## config.mk

```make
export PLATFORM = sky130hd
export DESIGN_NAME = dho_ctrl
export DESIGN_NICKNAME = d
export VERILOG_FILES = /design/src/sv/dho_pkg.sv /design/src/sv/dho_ctrl.sv
export SDC_FILE = /design/constraint.sdc
export NUM_CORES = 1
export LEC_CHECK = 0
export BUFFER_PORTS_ARGS = -buffer_cell sky130_fd_sc_hd__buf_2
export CAP_MARGIN = 20
export CORE_UTILIZATION = 40
export DETAILED_ROUTE_END_ITERATION = 12
export PLACE_DENSITY = 0.62
export SYNTH_ARGS = -nofsm -noshare
export SYNTH_HDL_FRONTEND = slang
export SYNTH_SLANG_ARGS = --single-unit
```

## constraint.sdc

```tcl
create_clock -name clk_i -period 2.5 [get_ports clk_i]
set_clock_uncertainty 0.1 [all_clocks]
set_input_delay 0.5 -clock clk_i [delete_from_list [all_inputs] [get_ports clk_i]]
set_output_delay 0.5 -clock clk_i [all_outputs]
set_load 0.01 [all_outputs]
```

## src/sv/dho_pkg.sv

```systemverilog
package dho_pkg;

  // Input item: wheel speeds in mm/s, tick length in microseconds
  typedef struct packed {
    logic signed [15:0] left_speed;
    logic signed [15:0] right_speed;
    logic        [15:0] delta_time;
  } dho_in_t;

  // Result item: binary-angle heading, Q16.16 yaw rate in deg/s, update flag
  typedef struct packed {
    logic signed [31:0] heading_angle;
    logic signed [31:0] yaw_rate;
    logic               applied;
  } dho_out_t;

  // Configuration register indexes
  typedef enum logic [0:0] {
    REG_WHEEL_TRACK = 1'b0,
    REG_YAW_ALPHA   = 1'b1
  } dho_reg_e;

  localparam int unsigned CfgIdxW  = 1;
  localparam int unsigned CfgDataW = 17;

  // round(2^32/(2*pi*1e6) * 2^16): heading counts per (mm/s * us / mm), Q16
  localparam logic [25:0] HeadK    = 26'd44798134;
  // round(180/pi * 2^32): degrees per radian, Q32
  localparam logic [37:0] YawK     = 38'd246083499208;
  localparam logic [16:0] AlphaOne = 17'h10000;

  // Quotient width of the two divisions (numerator already shifted by 16) and step counter width
  localparam int unsigned DivW     = 43;
  localparam int unsigned CntW     = 6;

  // Controller commands to the datapath
  typedef struct packed {
    logic load;
    logic mul1;
    logic mul2;
    logic div_step;
    logic finish;
    logic filt1;
    logic filt2;
    logic publish;
  } dho_cmd_t;

  // Datapath status to the controller
  typedef struct packed {
    logic skip;
    logic div_last;
    logic need_filt;
    logic out_free;
  } dho_sts_t;

endpackage

```

## src/sv/dho_ctrl.sv

```systemverilog
module dho_ctrl (
  input  logic             clk_i,
  input  logic             rst_ni,
  input  logic             in_valid_i,
  output logic             in_ready_o,
  input  dho_pkg::dho_sts_t sts_i,
  output dho_pkg::dho_cmd_t cmd_o
);
  import dho_pkg::*;

  typedef enum logic [7:0] {
    S_IDLE  = 8'b0000_0001,
    S_MUL1  = 8'b0000_0010,
    S_MUL2  = 8'b0000_0100,
    S_DIV   = 8'b0000_1000,
    S_FIN   = 8'b0001_0000,
    S_FILT1 = 8'b0010_0000,
    S_FILT2 = 8'b0100_0000,
    S_DONE  = 8'b1000_0000
  } state_e;

  state_e state_q, state_d;

  // Sequencer: unless skipped, multiply, divide, filter if rate held; publish
  always_comb begin
    state_d    = state_q;
    cmd_o      = '0;
    in_ready_o = 1'b0;
    unique case (state_q)
      S_IDLE: begin
        in_ready_o = 1'b1;
        if (in_valid_i) begin
          cmd_o.load = 1'b1;
          state_d    = sts_i.skip ? S_DONE : S_MUL1;
        end
      end
      S_MUL1: begin
        cmd_o.mul1 = 1'b1;
        state_d    = S_MUL2;
      end
      S_MUL2: begin
        cmd_o.mul2 = 1'b1;
        state_d    = S_DIV;
      end
      S_DIV: begin
        cmd_o.div_step = 1'b1;
        if (sts_i.div_last) begin
          state_d = S_FIN;
        end
      end
      S_FIN: begin
        cmd_o.finish = 1'b1;
        state_d      = sts_i.need_filt ? S_FILT1 : S_DONE;
      end
      S_FILT1: begin
        cmd_o.filt1 = 1'b1;
        state_d     = S_FILT2;
      end
      S_FILT2: begin
        cmd_o.filt2 = 1'b1;
        state_d     = S_DONE;
      end
      S_DONE: begin
        if (sts_i.out_free) begin
          cmd_o.publish = 1'b1;
          state_d       = S_IDLE;
        end
      end
      default: begin
        state_d = S_IDLE;
      end
    endcase
  end

  always_ff @(posedge clk_i or negedge rst_ni) begin
    if (!rst_ni) begin
      state_q <= S_IDLE;
    end else begin
      state_q <= state_d;
    end
  end

endmodule

```

==> impl_metrics.ini <==
[clocking]
cts_num_sinks = 8
htree_levels = 1
cts_setup_buffers = 0
clock-root-buffer = clkbuf_4
clk_latency_ns = 0.25
clkTransAtPathRegs_ns = 0.06
numCtsBuffers = 3
cts_tree = done
clk_path_buf_depth = 2

[layout]
instances_no_fill = 88
n_antenna_cell = 0
reg_top3 = state_q x8
final_common_cell = buf_2
final_cell_mix = buf_2, dfrtp_1, nor2_1
area_delta_synth_final_pct = 22.5
final_area_um2 = 667
drive_above_1_share_pct = 36.5
nets = 82
fill_cells = 113
largest_reg_flops = 8
top_register = state_q

[timing]
fin_crit_ns = 2.36
rsz0062_at_grt = no
worst_slack_ns = 0.143
finalCritPeriodShare_pct = 94.3
worst_slew_pin_slew_ns = 0.514
setup_viol = 0
finalHoldViolCount = 0
drv_slew = 0
fmax_mhz = 424
max_slew_margin_pct = 65.4
setup_tns_ns = 0

[setup_path]
r2r_setup_slack_ns = 0.73
worstReg2RegStart = state_q[7]$_DFFE_PN0P_
cp_slowest_cell = dfrtp_1
cp-startpoint = state_q[7]$_DFFE_PN0P_
cp.required_ns = 1.90
endpoint = cmd_o[3]
path_max_fanout = 8
crit_path_end_kind = output port
r2r_end = state_q[7]$_DFFE_PN0P_
ff2ff_path_depth = 5
crit_arrival_ns = 1.76
start_kind = register
max_stage_delay_ns = 0.50
path_cells = nor4_4 > nand2_1 > nor3b_2 > buf_2
path_class = reg2out

[routing]
ant_nets = 0
drt_iter0_drc = 8
viasPerCell = 5.49
drc = 0
wire_per_inst_um = 12.6
vias = 483
first_pass_iters = 2
finalWirelength_um = 1110

[synthesis]
synth.distinct_cells = 32
synth_nets = 64
ys_async_sr_fraction_pct = 100
seq_area_frac_synth_pct = 37.0
yosysWarnings = 0
synthCells = 57
syn_area_um2 = 544
synth_edf_count = 0
ys.flop_type = dfrtp_1
ys_ff_latch = 8
synth.avg_cell_area_um2 = 9.55

[pwr]
p_leak_nw = 0.334
totalPowerFinal_w = 0.000577
peakVddDrop_mv = 0.465
powerDensity_nw_per_um2 = 866

[grt]
grt-ovfl-total = 0
grt_pass1_wl_um = 1910
grt_use_total_pct = 19.2
grt_max_degree = 11
grt_pass1_vias = 435
antenna_found_initial = 0

[floorplan]
initial_utilization_pct = 45.9
placementRows = 12
fp.dieH_um = 38.9
die_area_um2 = 1510
coreArea_um2 = 1190
io_pins = 16
dieWidth_um = 38.9

[hold_path]
hp-class = in2reg

[placed_design]
preCtsSetupSlack_ns = 0.334
place_inst = 83
placed_area_um2 = 621
dp_hpwl_um = 882
portBuffers = 15
gp_congestion = 0.737

[status]
status = finished, final reports clean

[flow_run]
drv_cap = 0
==> where the power goes <==
group	switching [W]	internal [W]
sequential	0.0000578	0.000160
combinational	0.000127	0.000125
clock	0.0000468	0.0000612
total	0.000232	0.000345
==> per-stage QoR <==
stage / util (%) / hold WS [ns]
after global routing: 56.2 / 0.369
after CTS: 55.4 / 0.351
after detailed placement: 52.3 / 0.255
after floorplan: - / 0.104
final: 56.2 / 0.347
after global placement: 52.3 / 0.259
==> kinds of logic (layout without fill, tap and decap cells) <==
logic type	after synthesis	after routing	share of synthesized area, %
AND/OR/NAND/NOR	29	29	38.4
flip-flops	8	8	37.0
AO/OA/AOI/OAI	10	10	13.3
multiplexers	1	1	1.84
XOR/XNOR	1	1	1.61
buffers and inverters	8	25	7.82
==> worst min-delay path by stage <==
stage / slack (ns) / startpoint / end / cells past startpoint
floorplan: 0.10 / rst_ni / state_q[1]$_DFFE_PN0P_ / 0
global placement: 0.26 / rst_ni / state_q[5]$_DFFE_PN0P_ / 1
detailed placement: 0.25 / rst_ni / state_q[5]$_DFFE_PN0P_ / 1
CTS: 0.35 / sts_i[2] / state_q[3]$_DFFE_PN0P_ / 2
global route: 0.37 / sts_i[2] / state_q[3]$_DFFE_PN0P_ / 2
finish: 0.35 / sts_i[2] / state_q[3]$_DFFE_PN0P_ / 2
==> cells in the mapped netlist, types with 2 or more instances <==
master,instances,share of area (%)
dfrtp_1,7,32
nor2_1,5,3.4
nand2_1,4,2.8
inv_1,3,2.1
nor4_1,3,3.4
a211oi_1,2,2.8
a31oi_1,2,2.3
and2_1,2,2.3
clkbuf_1,2,1.4
nand2b_1,2,2.3
nor3b_1,2,2.8
nor4b_1,2,3.2
o2bb2ai_1,2,3.2
==> layer usage <==
metal  share of wire, %  track usage, %
met1                 51            27.4
met2                 44            27.1
met3                3.1            3.47
met4                1.3            10.3
met5                  0               0
==> area by class of cell <==
class	count	area, µm²	share of cell area (%)
Clock buffer	4	26.3	3.94
Inverter	3	11.3	1.69
Multi-Input combinational cell	41	309	46.3
Tap cell	14	17.5	2.63
Sequential cell	8	203	30.4
Timing Repair Buffer	18	100	15.0
==> critical path, delay by kind of cell (launching register included) <==
family                 cells  cell delay, ns
and+or+nand+nor            3            0.82
DFF                        1            0.50
buffers and inverters      1            0.18
==> timing repair <==
action	4_1_cts	5_1_grt
hold buffers	1	0
gates resized for setup	0	2
setup endpoints to repair	0	2
endpoints found under the hold margin	7	0
Note: power is estimated with default switching activity, not from simulation.
